`src/design/owsm_pkg.sv`:
```
// Shared types, constants and helpers for the omni wheel speed mixer.
// Used by every module of the block.
package owsm_pkg;

    localparam int unsigned C_WHEELS = 4;
    localparam int unsigned C_Q_BITS = 8;

    // Q1.15 wheel-angle coefficients and the Q6.7 rotation gain (22.5 * 128)
    localparam logic signed [15:0] C_COEF_707  = 16'sd23167;
    localparam logic signed [15:0] C_COEF_866  = 16'sd28377;
    localparam logic signed [15:0] C_COEF_HALF = 16'sd16384;
    localparam logic signed [12:0] C_TURN_GAIN = 13'sd2880;

    // Speed = raw * 127 / 9830400, and 9830400 = 150 << 16
    localparam logic [7:0]         C_LIM_STEP  = 8'd150;
    localparam int unsigned        C_LIM_SHIFT = 16;
    localparam logic [26:0]        C_GAIN_DEN  = 27'd9830400;
    localparam logic signed [35:0] C_MID_NUM   = 36'sd1253376000;

    localparam logic [6:0] C_LIM_RESET = 7'd80;
    localparam logic [7:0] C_BYTE_MIN  = 8'd1;
    localparam logic [7:0] C_BYTE_MAX  = 8'd254;

    // APB map: register index sits at paddr[2]
    localparam int unsigned C_APB_AW          = 3;
    localparam logic        C_REG_MAX_SPEED   = 1'b0;

    typedef logic signed [26:0] t_raw;
    typedef logic [25:0]        t_mag;
    typedef logic signed [33:0] t_prod;
    typedef logic [34:0]        t_num;
    typedef logic [26:0]        t_den;
    typedef logic [7:0]         t_byte;

    typedef struct packed {
        t_raw  [C_WHEELS-1:0] raw;
        t_byte                kick;
    } t_mix_word;

    typedef struct packed {
        t_num  [C_WHEELS-1:0] num;
        t_den                 den;
        t_byte                kick;
    } t_div_word;

    typedef t_byte [C_WHEELS-1:0] t_quad_byte;

    function automatic t_byte clamp_byte(input t_byte q);
        t_byte v;
        if (q < C_BYTE_MIN) begin
            v = C_BYTE_MIN;
        end else if (q > C_BYTE_MAX) begin
            v = C_BYTE_MAX;
        end else begin
            v = q;
        end
        return v;
    endfunction

endpackage

```
`src/design/owsm_cfg_regs.sv`:
```
// APB register file holding the wheel speed limit.
// Depends on owsm_pkg for the register map and reset value.
module owsm_cfg_regs (
    input  logic                             i_clk,
    input  logic                             i_rst_n,
    input  logic                             psel,
    input  logic                             penable,
    input  logic                             pwrite,
    input  logic [owsm_pkg::C_APB_AW-1:0]    paddr,
    input  logic [31:0]                      pwdata,
    output logic [31:0]                      prdata,
    output logic                             pready,
    output logic [6:0]                       o_lim
);

    logic       w_sel_lim;
    logic [6:0] r_lim;

    assign w_sel_lim = (paddr[2] == owsm_pkg::C_REG_MAX_SPEED);

    always_ff @(posedge i_clk) begin
        if (!i_rst_n) begin
            r_lim <= owsm_pkg::C_LIM_RESET;
        end else if (psel && penable && pwrite && w_sel_lim) begin
            r_lim <= pwdata[6:0];
        end
    end

    assign prdata = w_sel_lim ? {25'd0, r_lim} : 32'd0;
    assign pready = 1'b1;
    assign o_lim  = r_lim;

endmodule

```
`config.mk`:
```
export PLATFORM = sky130hd
export DESIGN_NAME = owsm_cfg_regs
export DESIGN_NICKNAME = d
export VERILOG_FILES = /design/src/design/owsm_pkg.sv /design/src/design/owsm_cfg_regs.sv
export SDC_FILE = /design/constraint.sdc
export NUM_CORES = 1
export LEC_CHECK = 0
export BUFFER_PORTS_ARGS = -buffer_cell sky130_fd_sc_hd__buf_2
export CORE_MARGIN = 1
export CORE_UTILIZATION = 28
export CTS_BUF_LIST = sky130_fd_sc_hd__clkbuf_8
export CTS_CLUSTER_DIAMETER = 50
export DETAILED_ROUTE_END_ITERATION = 12
export PLACE_DENSITY = 0.79
export SKIP_CTS_REPAIR_TIMING = 1
export SYNTH_ARGS = -nofsm -noshare
export SYNTH_HDL_FRONTEND = slang
export SYNTH_SLANG_ARGS = --single-unit
export TNS_END_PERCENT = 20
```
`constraint.sdc`:
```
create_clock -name i_clk -period 0.8 [get_ports i_clk]
set_input_delay 0 -clock i_clk [delete_from_list [all_inputs] [get_ports i_clk]]
set_output_delay 0 -clock i_clk [all_outputs]
set_load 0.005 [all_outputs]
```
==> impl_metrics.csv <==
group,metric,value,unit
finish,final_area,706,um^2
outcome,violations,"negative setup slack",
synthesis,syn-cell-area,562,um^2
timing,post-route-period-util,105,%
finish,final_cell_mix,"conb_1, buf_2, nand2_1",
synthesis,synth.distinct_cells,10,
synthesis,synth_area_per_cell,8.51,um^2
critical_path,critPathSlowestCell,"dfxtp_2",
floorplanning,die_y,46.8,um
placed_design,gp_congestion,0.593,
timing,fin_ws,-0.0438,ns
critical_path,worst_ep_required_time,0.80,ns
critical_path,r2r_setup_slack,0.08,ns
critical_path,crit_arrival,0.84,ns
finish,final_layout_size_suffix_gt1_share,49.0,%
clock_tree,cts_buffers,3,
global_route,grt_pass1_vias,335,
critical_path,r2r_end,"o_lim[6]$_SDFFE_PN1P_",
timing,drv_slew,0,
synthesis,synth_area_leader_cell,"buf_4",
run,cap_violations,0,
hold_path,hold_class,"in -> reg",
detailed_routing,drc,0,
floorplanning,fp.dieW,46.8,um
detailed_routing,routed_via_density,3.46,
critical_path,cp-start-kind,"flip-flop",
global_route,top_usage_layer,"met2",
power,p_total,988,uW
critical_path,startpoint,"o_lim[6]$_SDFFE_PN1P_",
global_route,grt_pass1_wl,1.44,mm
critical_path,end_kind,"output port",
timing,rsz0062_at_grt,"yes",
placed_design,port_buffers,26,
finish,largest_reg_flops,7,
finish,nNetsFinal,137,
hold_path,min-delay-start,"pwdata[5]",
critical_path,crit_path_max_fanout,3,
detailed_routing,drt_iter0_markers,1,
detailed_routing,routed_wl,1.00,mm
global_route,grt_overflow,0,
detailed_routing,ant_nets,0,
global_route,grtUsageMet2,18.3,%
finish,syn_to_final_growth,25.6,%
power,powerDensity,1400,nW/um^2
placed_design,placed_area,626,um^2
floorplanning,design.die.area,2190,um^2
critical_path,crit_path_cell_trace,"and2b_2, buf_6",
global_route,grt_max_degree,15,
finish,num_antenna_cells,0,
finish,layout_commonest_cell,"conb_1",
timing,fin_crit,0.844,ns
floorplanning,rows,15,
placed_design,hpwlAfterDp,820,um
power,ir_drop,0.579,mV
clock_tree,cts_root_buf,"clkbuf_8",
global_route,grt_util_met1,9.32,%
floorplanning,initial_utilization,31.2,%
critical_path,crit_type,"reg -> out",
hold_path,hold_path_depth,3,
floorplanning,io_pins,80,
timing,hold_violations,0,
hold_path,min_to,"o_lim[5]$_SDFFE_PN0P_",
critical_path,cpPeakStageDelay,0.32,ns
clock_tree,clk_latency,0.22,ns
synthesis,netlist_instances,66,
global_route,met3_usage,5.77,%
global_route,antenna_found_initial,0,
detailed_routing,dr.pass1.iters,2,
synthesis,synth_seq_cells,7,
synthesis,synth_top_area_share,34.7,%
timing,fmax,1190,MHz
clock_tree,cts.sinks,7,
timing,fin_skew,0,ns
synthesis,seq_area_frac_synth,24.9,%
clock_tree,cts_buffer_depth,2,
floorplanning,core,1800,um^2
critical_path,r2r_cells,3,
outcome,outcome,"finished, violations left",
synthesis,synth_top_cells_by_area,"buf_4, dfxtp_1, mux2i_1",
clock_tree,tritoncts,"yes",
detailed_routing,vias,419,
detailed_routing,detail_route.wl_per_cell,8.29,um
clock_tree,h-tree-depth,1,
global_route,grt_usage,10.0,%
timing,finalSetupViolCount,7,
clock_tree,clk_pin_slew_worst_paths,0.04,ns
power,p_leak,0.000388,uW
critical_path,reg2reg_from,"o_lim[6]$_SDFFE_PN1P_",
synthesis,yosys_warnings,0,
## synth_stat cells
cell      count
buf_6         1
conb_1        2
nor2b_1       4
nand2_1      10
buf_4        26
dfxtp_1       7
mux2i_1       7
and4b_1       1
clkbuf_1      1
and2b_2       7
## cell type report
cell class / count / area [um^2]
Fill cell: 195 / 1100
Multi-Input combinational cell: 55 / 302
Timing Repair Buffer: 30 / 179
Sequential cell: 7 / 149
Clock buffer: 3 / 41.3
Tap cell: 25 / 31.3
Clock inverter: 1 / 3.75
## per-stage QoR
step / setup TNS [ns] / utilization, % / hold WS (ns) / std cells / setup WS, ns
floorplan: 0 / - / 0.142 / 90 / 0.200
global placement: 0 / 34.7 / 0.249 / 116 / 0.0145
detailed placement: -0.0223 / 34.7 / 0.252 / 116 / -0.0138
CTS: -0.325 / 37.2 / 0.0128 / 120 / -0.0706
global route: -0.459 / 39.2 / 0.0217 / 121 / -0.0741
finish: -0.233 / 39.2 / 0.0122 / 121 / -0.0438
## power by group
| group | switching (uW) | internal (uW) |
|---|---|---|
| Combinational | 72.1 | 67.6 |
| Sequential | 4.79 | 360 |
| Clock | 152 | 332 |
| Total | 229 | 759 |
## routing by layer
layer	vias to the layer above	part of all wire, %
li1	210	-
met1	172	36
met2	37	52
met3	0	11
met4	0	0
met5	-	0
## logic make-up (layout without fill, tap and decap cells)
logic type	after synthesis	count (layout)	synth area share (%)
buffers and inverters	28	34	37.4
DFF	7	7	24.9
muxes	7	7	12.5
other	2	26	1.34
and+or+nand+nor	22	22	23.8
## critical path, delay by kind of cell (launching register included)
| kind | cells | cell delay (ns) |
|---|---|---|
| and+or+nand+nor | 1 | 0.19 |
| DFF | 1 | 0.32 |
| buffers and inverters | 1 | 0.11 |
## worst max path at each step
stage	end	slack, ns	depth (start not counted)
after detailed placement	o_lim[0]$_SDFFE_PN0P_	-0.01	4
after CTS	prdata[6]	-0.07	2
after global placement	o_lim[0]$_SDFFE_PN0P_	0.01	4
final	prdata[6]	-0.04	2
after global routing	prdata[6]	-0.07	2
after floorplan	o_lim[0]$_SDFFE_PN0P_	0.20	3
(Power assumes the default switching activity.)
