**config.mk**
```make
export PLATFORM = sky130hd
export DESIGN_NAME = owsm_mix
export DESIGN_NICKNAME = d
export VERILOG_FILES = /design/src/design/owsm_pkg.sv /design/src/design/owsm_mix.sv
export SDC_FILE = /design/constraint.sdc
export NUM_CORES = 1
export LEC_CHECK = 0
export BUFFER_PORTS_ARGS = -buffer_cell sky130_fd_sc_hd__buf_2
export CAP_MARGIN = 0
export CORE_ASPECT_RATIO = 1.4
export CORE_UTILIZATION = 50
export DETAILED_ROUTE_END_ITERATION = 6
export GPL_ROUTABILITY_DRIVEN = 0
export PLACE_DENSITY_LB_ADDON = 0.08
export SYNTH_ARGS = -nofsm -noshare
export SYNTH_HDL_FRONTEND = slang
export SYNTH_SLANG_ARGS = --single-unit
```
**constraint.sdc**
```tcl
create_clock -name i_clk -period 17.1 [get_ports i_clk]
set_input_delay 0.855 -clock i_clk [delete_from_list [all_inputs] [get_ports i_clk]]
set_output_delay 0.855 -clock i_clk [all_outputs]
set_load 0.02 [all_outputs]
```
**src/design/owsm_pkg.sv**
```systemverilog
// Shared types, constants and helpers for the omni wheel speed mixer.
// Used by every module of the block.
package owsm_pkg;

    localparam int unsigned C_WHEELS = 4;
    localparam int unsigned C_Q_BITS = 8;

    // Q1.15 wheel-angle coefficients and the Q6.7 rotation gain (22.5 * 128)
    localparam logic signed [15:0] C_COEF_707  = 16'sd23167;
    localparam logic signed [15:0] C_COEF_866  = 16'sd28377;
    localparam logic signed [15:0] C_COEF_HALF = 16'sd16384;
    localparam logic signed [12:0] C_TURN_GAIN = 13'sd2880;

    // Speed = raw * 127 / 9830400, and 9830400 = 150 << 16
    localparam logic [7:0]         C_LIM_STEP  = 8'd150;
    localparam int unsigned        C_LIM_SHIFT = 16;
    localparam logic [26:0]        C_GAIN_DEN  = 27'd9830400;
    localparam logic signed [35:0] C_MID_NUM   = 36'sd1253376000;

    localparam logic [6:0] C_LIM_RESET = 7'd80;
    localparam logic [7:0] C_BYTE_MIN  = 8'd1;
    localparam logic [7:0] C_BYTE_MAX  = 8'd254;

    // APB map: register index sits at paddr[2]
    localparam int unsigned C_APB_AW          = 3;
    localparam logic        C_REG_MAX_SPEED   = 1'b0;

    typedef logic signed [26:0] t_raw;
    typedef logic [25:0]        t_mag;
    typedef logic signed [33:0] t_prod;
    typedef logic [34:0]        t_num;
    typedef logic [26:0]        t_den;
    typedef logic [7:0]         t_byte;

    typedef struct packed {
        t_raw  [C_WHEELS-1:0] raw;
        t_byte                kick;
    } t_mix_word;

    typedef struct packed {
        t_num  [C_WHEELS-1:0] num;
        t_den                 den;
        t_byte                kick;
    } t_div_word;

    typedef t_byte [C_WHEELS-1:0] t_quad_byte;

    function automatic t_byte clamp_byte(input t_byte q);
        t_byte v;
        if (q < C_BYTE_MIN) begin
            v = C_BYTE_MIN;
        end else if (q > C_BYTE_MAX) begin
            v = C_BYTE_MAX;
        end else begin
            v = q;
        end
        return v;
    endfunction

endpackage

```
**src/design/owsm_mix.sv**
```systemverilog
// Mixing stage: body velocity to four raw wheel sums in 2^-15 units.
// Depends on owsm_pkg for coefficients and the stage word type.
module owsm_mix (
    input  logic                  i_clk,
    input  logic                  i_rst_n,
    input  logic                  i_adv,
    input  logic                  i_vld,
    input  logic signed [10:0]    i_vel_x,
    input  logic signed [10:0]    i_vel_y,
    input  logic signed [11:0]    i_turn_rate,
    input  logic                  i_kick_request,
    input  logic [7:0]            i_kick_duration,
    output logic                  o_vld,
    output owsm_pkg::t_mix_word   o_word
);

    logic signed [11:0]  w_sum;
    logic signed [11:0]  w_dif;
    logic signed [23:0]  w_rot;
    owsm_pkg::t_raw      w_p707s;
    owsm_pkg::t_raw      w_p707d;
    owsm_pkg::t_raw      w_p866;
    owsm_pkg::t_raw      w_phalf;
    owsm_pkg::t_mix_word n_word;
    owsm_pkg::t_mix_word r_word;
    logic                r_vld;

    assign w_sum   = i_vel_x + i_vel_y;
    assign w_dif   = i_vel_x - i_vel_y;
    assign w_rot   = i_turn_rate * owsm_pkg::C_TURN_GAIN;
    assign w_p707s = owsm_pkg::C_COEF_707 * w_sum;
    assign w_p707d = owsm_pkg::C_COEF_707 * w_dif;
    assign w_p866  = owsm_pkg::C_COEF_866 * i_vel_x;
    assign w_phalf = owsm_pkg::C_COEF_HALF * i_vel_y;

    always_comb begin
        n_word.raw[0] = w_rot - w_p707s;
        n_word.raw[1] = w_phalf - w_p866 + w_rot;
        n_word.raw[2] = w_p866 + w_phalf + w_rot;
        n_word.raw[3] = w_p707d + w_rot;
        n_word.kick   = i_kick_request ? i_kick_duration : 8'd0;
    end

    always_ff @(posedge i_clk) begin
        if (!i_rst_n) begin
            r_vld <= 1'b0;
        end else if (i_adv) begin
            r_vld <= i_vld;
        end
    end

    always_ff @(posedge i_clk) begin
        if (i_adv) begin
            r_word <= n_word;
        end
    end

    assign o_vld  = r_vld;
    assign o_word = r_word;

endmodule

```
==> results.ini <==
[cells_and_area]
nets = 2927
mostFrequentLayoutCell = inv_1
layout_common_cells = inv_1 (546), ha_1 (397), fa_1 (272)
syn_to_final_growth_pct = 10.1
layout.core_utilization = 0.561
layout-drive-gt1-share = 0.114
final_area_um2 = 22700
layout.filler_cells = 3695

[min_path]
worst_hold_path.endpoint = o_vld$_SDFFE_PN0P_
timing.hold.worst_path_depth = 2
timing.hold.worst.start = o_vld$_SDFFE_PN0P_
timing.hold.worst.class = flip-flop to flip-flop

[synth]
synth_enable_flop_cells = 114
yosys_warnings = 0
synth-async-reset-ratio = 0
ys_seq_area_frac = 0.167
synth-main-ff-cell = edfxtp_1
cell_area_after_technology_mapping_um2 = 20600
post_syn_nets = 2744
cell_count_after_synthesis = 2028
netlist-cell-type-count = 80
synth-seq-cells = 115
avgSynthCellArea_um2 = 10.2

[routing]
drc = 0
detail_route.wirelength_um = 48200
drtIter0Drc = 493
drt_pre_antenna_iters = 5
vias_per_cell = 5.14
routed-via-count = 14200
ant_nets = 0
avgRoutedWirePerCell_um = 17.5

[outcome]
outcome = finished clean

[cts]
cts_resized = 0
depth_of_the_cts_h_tree = 4
clock_sink_count = 115
cts-hold-fix-buffers = 0
cts.path.max_buffers = 2
post_cts.repair.setup_buffers = 0
cts.reportedPaths.clkPinSlew_ns = 0.06
insertion_delay_ns = 0.45
cts-buffers-inserted = 17
cts_root_buffer = clkbuf_16
tritoncts = yes

[setup_path]
critical_path.max_fanout = 8
regToRegStartpoint = o_vld$_SDFFE_PN0P_
cp-end-kind = flip-flop
critical-path-slowest-cell = fa_1
r2r.worst_path.cells = 2
critPathMostFrequentCell = fa_1
kind_of_start_point_of_the_critical_path = input pin
r2r_slack_ns = 16.50
worst-setup-path-type = input pin to flip-flop
timing.critical_path.required_ns = 17.29
worst_path_largest_cell_delay_ns = 0.55
cp-startpoint = i_vel_x[0]
worst_ep_arrival_time_ns = 8.56
reg2reg_to = o_vld$_SDFFE_PN0P_

[placement]
placed_area_um2 = 22100
io_buffers = 163
dp_hpwl_um = 41400

[grt]
grt_util_met2 = 0.442
gr_util_all_layers = 0.242
globalRoute.busiestLayer = met2
number_of_global_route_vias_before_repair = 15500
grt_max_degree = 60
grt_antenna_before_repair = 3
global_route_wire_length_before_repair_um = 78100
gr-total-overflow = 0
use_met3 = 0.0369
grt_util_met1 = 0.275

[timing]
achievable-frequency_ghz = 0.119
final-setup-viol-count = 0
final.period_utilization = 0.489
setup_repair_after_global_routing_missed_its_margin = no
fin_setup_tns_ns = 0
worst_slew_margin_rel = 0.231
finalHoldViolCount = 0
period_minus_slack_ns = 8.37
worst_hold_slack_ns = 0.531
skew_ns = 0
final-max-slew-violation-count = 0
worst_slew_pin_slew_ns = 1.15

[floorplanning]
floorplan.rows = 87
ios = 164
core_um2 = 40500
chipHeight_um = 242
die_extent_in_x_um = 174
die-area_um2 = 42100
start_util = 0.509

[flow_run]
drv_cap = 0

cell usage after synthesis (3+ instances only):
master     instances  share of area
a2111oi_0          3         0.0013
a211oi_1           9         0.0033
a21o_1            42          0.015
a21oi_1           82          0.020
a21oi_2            9         0.0038
a221o_1            4         0.0019
a31o_2             3         0.0013
a31oi_1            8         0.0024
a41o_1             5         0.0024
and2_1            15         0.0046
and3_1            13         0.0039
clkbuf_1           5        0.00091
edfxtp_1         114           0.17
fa_1             272           0.26
ha_1             397           0.24
inv_1            546          0.099
mux2i_1            3         0.0015
nand2_1           41         0.0075
nand2b_1          20         0.0061
nand3_1           21         0.0051
nand3b_1           6         0.0022
nand4_1            6         0.0018
nand4b_1           3         0.0013
nor2_1            70          0.013
nor2b_1           16         0.0049
nor3_1            26         0.0063
nor3b_1            3         0.0011
o2111ai_1          3         0.0013
o211ai_1           4         0.0015
o211ai_2           3         0.0018
o21a_1            16         0.0058
o21ai_0           33         0.0080
o21ai_1            4        0.00097
o21bai_1          11         0.0040
o31a_1             3         0.0013
or2_2              9         0.0027
or3_1              6         0.0018
xnor2_1           98          0.042
xor2_1            43          0.018
metal layers:
| metal | vias up | wire, µm |
|---|---|---|
| met5 | - | 18 |
| met2 | 237 | 25000 |
| met1 | 6945 | 19700 |
| met3 | 83 | 1530 |
| li1 | 6920 | - |
| met4 | 4 | 1980 |
cells by family (layout without fill, tap and decap cells):
| kind of cell | count (synthesis) | in the layout | synth area share |
|---|---|---|---|
| AOI/OAI and AO/OA | 278 | 278 | 0.0969 |
| xor gates and xnor gates | 143 | 143 | 0.0615 |
| adders and majority gates | 669 | 669 | 0.505 |
| buffers and inverters | 555 | 751 | 0.102 |
| DFF | 115 | 115 | 0.167 |
| muxes | 4 | 4 | 0.00200 |
| other | 0 | 2 | 0 |
| and+or+nand+nor | 264 | 264 | 0.0661 |
how the worst max path moves through the flow:
stage,endpoint,slack (ns),depth (start not counted)
final,o_word[115]$_DFFE_PP_,8.73,32
after global routing,o_word[115]$_DFFE_PP_,8.24,32
after CTS,o_word[115]$_DFFE_PP_,8.76,32
after detailed placement,o_word[115]$_DFFE_PP_,8.27,32
after global placement,o_word[115]$_DFFE_PP_,8.46,29
after floorplan,o_word[115]$_DFFE_PP_,9.28,31
area by class of cell:
cell class                      instances  area [µm²]  share of cell area
Antenna cell                            2        5.00            0.000220
Clock buffer                           18         429              0.0189
Clock inverter                         14         131             0.00579
Inverter                              546        2050              0.0903
Multi-Input combinational cell       1358       15100               0.664
Sequential cell                       115        3440               0.152
Tap cell                              534         668              0.0294
Timing Repair Buffer                  173         893              0.0394
metrics by stage:
| stage | setup slack (ns) | instances |
|---|---|---|
| after global routing | 8.24 | 2759 |
| after global placement | 8.46 | 2726 |
| final | 8.73 | 2760 |
| after detailed placement | 8.27 | 2726 |
| after CTS | 8.76 | 2758 |
| after floorplan | 9.28 | 2028 |
worst max-delay path: cells and delay by family:
kind | cells | cell delay [ns]
adders and majority gates | 9 | 4.01
and+or+nand+nor | 3 | 0.29
buffers and inverters | 7 | 0.76
xor gates and xnor gates | 2 | 0.41
AOI/OAI and AO/OA | 11 | 2.22
sequential cells by signal, summed over array words and instances, names as in the netlist:
register	count
o_vld	1
o_word	114
Power is not shown: default switching activity piles up to over one toggle a cycle in this logic, so the estimate is an artifact.
