==> config.mk <==
export PLATFORM = sky130hd
export DESIGN_NAME = owsm_norm
export DESIGN_NICKNAME = d
export VERILOG_FILES = /design/src/design/owsm_pkg.sv /design/src/design/owsm_norm.sv
export SDC_FILE = /design/constraint.sdc
export NUM_CORES = 2
export LEC_CHECK = 0
export BUFFER_PORTS_ARGS = -buffer_cell sky130_fd_sc_hd__buf_2
export CAP_MARGIN = 20
export CELL_PAD_IN_SITES_DETAIL_PLACEMENT = 1
export CELL_PAD_IN_SITES_GLOBAL_PLACEMENT = 1
export CORE_UTILIZATION = 40
export CTS_CLUSTER_DIAMETER = 30
export DETAILED_ROUTE_END_ITERATION = 8
export PLACE_DENSITY_LB_ADDON = 0.1
export SLEW_MARGIN = 25
export SYNTH_ARGS = -nofsm -noshare
export SYNTH_HDL_FRONTEND = slang
export SYNTH_SLANG_ARGS = --single-unit
export TNS_END_PERCENT = 5
==> constraint.sdc <==
create_clock -name i_clk -period 14.7 [get_ports i_clk]
set_clock_uncertainty 0.2 [all_clocks]
set_input_delay 2.94 -clock i_clk [delete_from_list [all_inputs] [get_ports i_clk]]
set_output_delay 2.94 -clock i_clk [all_outputs]
set_load 0.01 [all_outputs]
==> src/design/owsm_pkg.sv <==
// Shared types, constants and helpers for the omni wheel speed mixer.
// Used by every module of the block.
package owsm_pkg;

    localparam int unsigned C_WHEELS = 4;
    localparam int unsigned C_Q_BITS = 8;

    // Q1.15 wheel-angle coefficients and the Q6.7 rotation gain (22.5 * 128)
    localparam logic signed [15:0] C_COEF_707  = 16'sd23167;
    localparam logic signed [15:0] C_COEF_866  = 16'sd28377;
    localparam logic signed [15:0] C_COEF_HALF = 16'sd16384;
    localparam logic signed [12:0] C_TURN_GAIN = 13'sd2880;

    // Speed = raw * 127 / 9830400, and 9830400 = 150 << 16
    localparam logic [7:0]         C_LIM_STEP  = 8'd150;
    localparam int unsigned        C_LIM_SHIFT = 16;
    localparam logic [26:0]        C_GAIN_DEN  = 27'd9830400;
    localparam logic signed [35:0] C_MID_NUM   = 36'sd1253376000;

    localparam logic [6:0] C_LIM_RESET = 7'd80;
    localparam logic [7:0] C_BYTE_MIN  = 8'd1;
    localparam logic [7:0] C_BYTE_MAX  = 8'd254;

    // APB map: register index sits at paddr[2]
    localparam int unsigned C_APB_AW          = 3;
    localparam logic        C_REG_MAX_SPEED   = 1'b0;

    typedef logic signed [26:0] t_raw;
    typedef logic [25:0]        t_mag;
    typedef logic signed [33:0] t_prod;
    typedef logic [34:0]        t_num;
    typedef logic [26:0]        t_den;
    typedef logic [7:0]         t_byte;

    typedef struct packed {
        t_raw  [C_WHEELS-1:0] raw;
        t_byte                kick;
    } t_mix_word;

    typedef struct packed {
        t_num  [C_WHEELS-1:0] num;
        t_den                 den;
        t_byte                kick;
    } t_div_word;

    typedef t_byte [C_WHEELS-1:0] t_quad_byte;

    function automatic t_byte clamp_byte(input t_byte q);
        t_byte v;
        if (q < C_BYTE_MIN) begin
            v = C_BYTE_MIN;
        end else if (q > C_BYTE_MAX) begin
            v = C_BYTE_MAX;
        end else begin
            v = q;
        end
        return v;
    endfunction

endpackage

==> src/design/owsm_norm.sv <==
// Peak search, limit check and dividend/divisor build, three stages.
// Depends on owsm_pkg for word types and gain constants.
module owsm_norm (
    input  logic                  i_clk,
    input  logic                  i_rst_n,
    input  logic                  i_adv,
    input  logic [6:0]            i_lim,
    input  logic                  i_vld,
    input  owsm_pkg::t_mix_word   i_word,
    output logic                  o_vld,
    output owsm_pkg::t_div_word   o_word
);

    localparam int unsigned W = owsm_pkg::C_WHEELS;

    // stage A: magnitudes and peak
    owsm_pkg::t_mag      w_mag [W];
    owsm_pkg::t_mag      w_m01;
    owsm_pkg::t_mag      w_m23;
    owsm_pkg::t_mag      w_peak;
    owsm_pkg::t_mix_word r_a_word;
    owsm_pkg::t_mag      r_a_peak;
    logic                r_a_vld;

    always_comb begin
        for (int i = 0; i < W; i++) begin
            w_mag[i] = i_word.raw[i][26] ? owsm_pkg::t_mag'(-$signed(i_word.raw[i]))
                                         : owsm_pkg::t_mag'(i_word.raw[i]);
        end
        w_m01  = (w_mag[0] > w_mag[1]) ? w_mag[0] : w_mag[1];
        w_m23  = (w_mag[2] > w_mag[3]) ? w_mag[2] : w_mag[3];
        w_peak = (w_m01 > w_m23) ? w_m01 : w_m23;
    end

    // stage B: limit compare and raw * limit
    logic [32:0]         w_pk127;
    logic [14:0]         w_lim_gain;
    logic [30:0]         w_lim_den;
    logic                n_b_scaled;
    owsm_pkg::t_prod     n_b_prod [W];
    owsm_pkg::t_prod     r_b_prod [W];
    owsm_pkg::t_mix_word r_b_word;
    owsm_pkg::t_mag      r_b_peak;
    logic                r_b_scaled;
    logic                r_b_vld;

    assign w_pk127    = {r_a_peak, 7'd0} - {7'd0, r_a_peak};
    assign w_lim_gain = 15'(i_lim) * 15'(owsm_pkg::C_LIM_STEP);
    assign w_lim_den  = 31'(w_lim_gain) << owsm_pkg::C_LIM_SHIFT;
    assign n_b_scaled = w_pk127 > 33'(w_lim_den);

    always_comb begin
        for (int i = 0; i < W; i++) begin
            n_b_prod[i] = $signed(r_a_word.raw[i]) * $signed({1'b0, i_lim});
        end
    end

    // stage C: dividend and divisor
    owsm_pkg::t_div_word n_c_word;
    owsm_pkg::t_div_word r_c_word;
    logic                r_c_vld;

    always_comb begin
        logic signed [35:0] v_pk;
        logic signed [35:0] v_raw;
        logic signed [35:0] v_prod;
        logic signed [35:0] v_num_s;
        logic signed [35:0] v_num_u;
        v_pk = $signed({10'd0, r_b_peak});
        for (int i = 0; i < W; i++) begin
            v_raw   = 36'($signed(r_b_word.raw[i]));
            v_prod  = 36'(r_b_prod[i]);
            v_num_s = (v_pk <<< 8) - v_pk - (v_prod <<< 1);
            v_num_u = owsm_pkg::C_MID_NUM - ((v_raw <<< 7) - v_raw);
            n_c_word.num[i] = r_b_scaled ? v_num_s[34:0] : v_num_u[34:0];
        end
        n_c_word.den  = r_b_scaled ? {r_b_peak, 1'b0} : owsm_pkg::C_GAIN_DEN;
        n_c_word.kick = r_b_word.kick;
    end

    always_ff @(posedge i_clk) begin
        if (!i_rst_n) begin
            r_a_vld <= 1'b0;
            r_b_vld <= 1'b0;
            r_c_vld <= 1'b0;
        end else if (i_adv) begin
            r_a_vld <= i_vld;
            r_b_vld <= r_a_vld;
            r_c_vld <= r_b_vld;
        end
    end

    always_ff @(posedge i_clk) begin
        if (i_adv) begin
            r_a_word   <= i_word;
            r_a_peak   <= w_peak;
            r_b_word   <= r_a_word;
            r_b_peak   <= r_a_peak;
            r_b_scaled <= n_b_scaled;
            r_b_prod   <= n_b_prod;
            r_c_word   <= n_c_word;
        end
    end

    assign o_vld  = r_c_vld;
    assign o_word = r_c_word;

    // scaling divides by twice the peak, so the peak must be nonzero then
    a_scaled_peak: assert property (@(posedge i_clk) disable iff (!i_rst_n)
        r_b_vld && r_b_scaled |-> r_b_peak != '0)
        else $error("scaled word with zero peak");

endmodule

==> impl_metrics.py <==
metrics = {
    "outcome": {
        "status": "completed",
    },
    "synth": {
        "synthFlopType": "edfxtp_1",
        "synth_cells": 6982,
        "syn-num-nets": 8480,
        "synth_top_cells_by_area": "edfxtp_1 27%, fa_1 17%, ha_1 15%, inv_1 6.2%, and2_1 5.4%",
        "synth.largest_area_cell": "edfxtp_1",
        "yosysWarnings": 0,
        "synth_top_cell_area_share_pct": 26.6,
        "synth.distinct_cells": 92,
        "synthArstFlopShare_pct": 0,
        "synth-seq-area-share_pct": 26.7,
        "avgSynthCellArea_um2": 9.63,
        "ys_ff_latch": 598,
        "synth_area_um2": 67300,
        "synth_edf_count": 595,
    },
    "sta": {
        "fin_crit_ns": 10.68,
        "setup_viol": 0,
        "fmax_ghz": 0.0936,
        "report.final.slew_viol_count": 0,
        "hold_violations": 0,
        "fin_tns_setup_ns": 0,
        "max_slew_margin_pct": 24.7,
        "tightestPinTransition_ns": 1.12,
        "timing.hold.ws_ns": 0.217,
        "rsz0062_at_grt": "no",
        "fin_crit_sh_pct": 72.7,
    },
    "grt": {
        "grt_util_all_layers_pct": 26.9,
        "grt_pass1_vias": 54359,
        "antenna_found_initial": 17,
        "grt-ovfl-total": 0,
        "grt_pass1_wl_um": 342000,
        "grt_max_degree": 136,
    },
    "critical_path": {
        "path_buf_inv": 3,
        "critPathSlowestCell": "nor4_1",
        "cpMostUsedCell": "a21o_1",
        "cpLargestDelayFamily": "compound AO/OA/AOI/OAI gates",
        "worstPathArrival_ns": 11.02,
        "path_class": "input port to register",
        "cp_max_fo": 33,
        "critPathLaunchType": "input port",
        "endpoint_kind": "register",
        "slowest_delay_ns": 0.76,
        "crit_required_ns": 15.04,
    },
    "place": {
        "port-buffer-count": 301,
        "place_congestion": 0.894,
        "dp_hpwl_um": 184000,
    },
    "route": {
        "vias": 52345,
        "final_antenna_net_count": 0,
        "drtPass1Iterations": 7,
        "drt_iter0_markers": 3126,
        "routed_wl_um": 227000,
        "routedWlPerCell_um": 23.4,
        "avgViaCountPerCell": 5.39,
        "drc_errors": 0,
    },
    "clock_network": {
        "clk_latency_ns": 0.82,
        "numClockSinks": 598,
        "ctsHoldBuffers": 0,
        "cts_resized": 0,
        "cts-root-buf": "clkbuf_16",
        "cts_tree": "done",
        "post_cts_buffers": 0,
        "cts_buffers": 180,
        "clock_tree.buffer_depth": 3,
        "htreeDepth": 4,
        "cts.clk_slew.worst_paths_ns": 0.05,
    },
    "pwr": {
        "p_leak_nw": 35.6,
        "irDropWorstVdd_uv": 127,
        "powerDensity_nw_per_um2": 238,
    },
    "layout": {
        "final_cell_mix": "1,113 x inv_1, 802 x ha_1, 595 x edfxtp_1",
        "fin_nets": 8856,
        "drive_gt1_share_pct": 9.42,
        "final_common_cell": "inv_1",
        "fillerInstances": 18916,
        "areaGrowthSynthToFinish_pct": 15.0,
    },
    "die": {
        "dieHeight_um": 412,
        "initial_utilization_pct": 40.3,
        "fp.dieW_um": 412,
        "core-area_um2": 167000,
        "ioPinCount": 303,
        "die_area_um2": 170000,
        "rows": 150,
    },
    "worst_hold_path": {
        "min_path_type": "register to register",
    },
    "flow_run": {
        "cap_violations": 0,
    },
}
power by group:
group | total (mW) | switching, mW | internal (mW)
registers | 3.26 | 0.385 | 2.88
logic | 11.5 | 7.00 | 4.46
clock network | 3.65 | 1.22 | 2.43
total | 18.4 | 8.61 | 9.77
metal layers:
metal  part of all wire [%]  up-vias  global-route usage [%]
li1                       -    24444                       -
met1                     49    26507                    39.5
met2                     43     1127                    41.2
met5                  0.028        -                       0
met3                    5.0      257                    3.70
met4                    2.6       10                    7.56
registers in the layout, summed over array words and instances (netlist names):
| register | flops |
|---|---|
| r_a_vld | 1 |
| n_c_word | 8 |
| r_b_prod | 136 |
| r_b_vld | 1 |
| r_a_word | 116 |
| o_vld | 1 |
| r_b_word | 108 |
| r_b_peak | 26 |
| r_b_scaled | 1 |
| r_a_peak | 26 |
| o_word | 174 |
cell type report:
class	count	area, µm²	share of cell area (%)
sequential	598	17900	23.2
tap	2204	2760	3.57
clock inverter	129	1170	1.52
clock buffer	200	4600	5.95
antenna	6	15.0	0.0194
inverter	1114	4180	5.41
multi-input combinational	5122	44800	57.9
timing repair buffer	342	1890	2.45
cells by family after synthesis:
group	count (synthesis)	share of synthesized area, %
other	1	0.00557
adders and majority gates	1373	31.9
and+or+nand+nor	1859	14.3
DFF	598	26.7
AOI/OAI and AO/OA	1330	12.6
muxes	66	1.07
buffers and inverters	1262	7.09
xor gates and xnor gates	493	6.42
worst reg2reg max path: stages (launching register included):
cell and delay (ns):
edfxtp_1 0.50, inv_1 0.14, ha_1 0.39, or4bb_1 0.42, o21ai_0 0.28, nand3_1 0.20
nand4b_1 0.18, and3_1 0.21, nor2_1 0.07, o21ai_0 0.44, a21o_1 0.20, a21oi_1 0.16
xnor2_2 0.71, ha_1 0.45, nand3_1 0.17, or3_1 0.13, o21ai_0 0.07, a21oi_1 0.29
a31oi_1 0.21, a41oi_1 0.33, a21oi_1 0.12, xnor2_1 0.46, o21ai_0 0.34
final timing paths:
kind / slack [ns] / from / end / depth (start not counted)
min reg2reg: 0.22 / r_a_word[6]$_DFFE_PP_ / n_c_word[6]$_DFFE_PP_ / 0
max reg2reg: 7.69 / r_b_peak[8]$_DFFE_PP_ / o_word[104]$_DFFE_PP_ / 22
min: 0.22 / r_a_word[6]$_DFFE_PP_ / n_c_word[6]$_DFFE_PP_ / 0
max: 4.02 / i_word[41] / r_a_peak[21]$_DFFE_PP_ / 30
metrics by stage:
| step | utilization, % | instances | cell area, µm² | setup slack (ns) | power [mW] |
|---|---|---|---|---|---|
| after floorplan | - | 6982 | 67300 | 5.05 | 10.9 |
| after global placement | 42.8 | 9380 | 71500 | 3.45 | 14.5 |
| after detailed placement | 42.8 | 9380 | 71500 | 3.39 | 14.7 |
| after CTS | 46.3 | 9709 | 77300 | 4.24 | 18.5 |
| after global routing | 46.3 | 9709 | 77300 | 3.71 | 19.8 |
| final | 46.3 | 9715 | 77300 | 4.02 | 18.4 |
synth_stat cells (40+ instances only):
master / count
or3_1: 42
nand3_1: 76
o21a_1: 75
clkbuf_1: 139
fa_1: 569
o21bai_1: 60
nand4_1: 47
nor2_1: 281
nor3_1: 94
ha_1: 802
a31oi_1: 46
a211oi_1: 40
a21o_1: 177
nand2b_1: 65
nand2_1: 496
o21ai_0: 281
a21oi_1: 399
mux2i_1: 49
xor2_1: 210
edfxtp_1: 595
xnor2_1: 283
o31ai_1: 52
and2_1: 583
inv_1: 1114
nor2b_1: 53
Power figures use the tool's default switching activity.
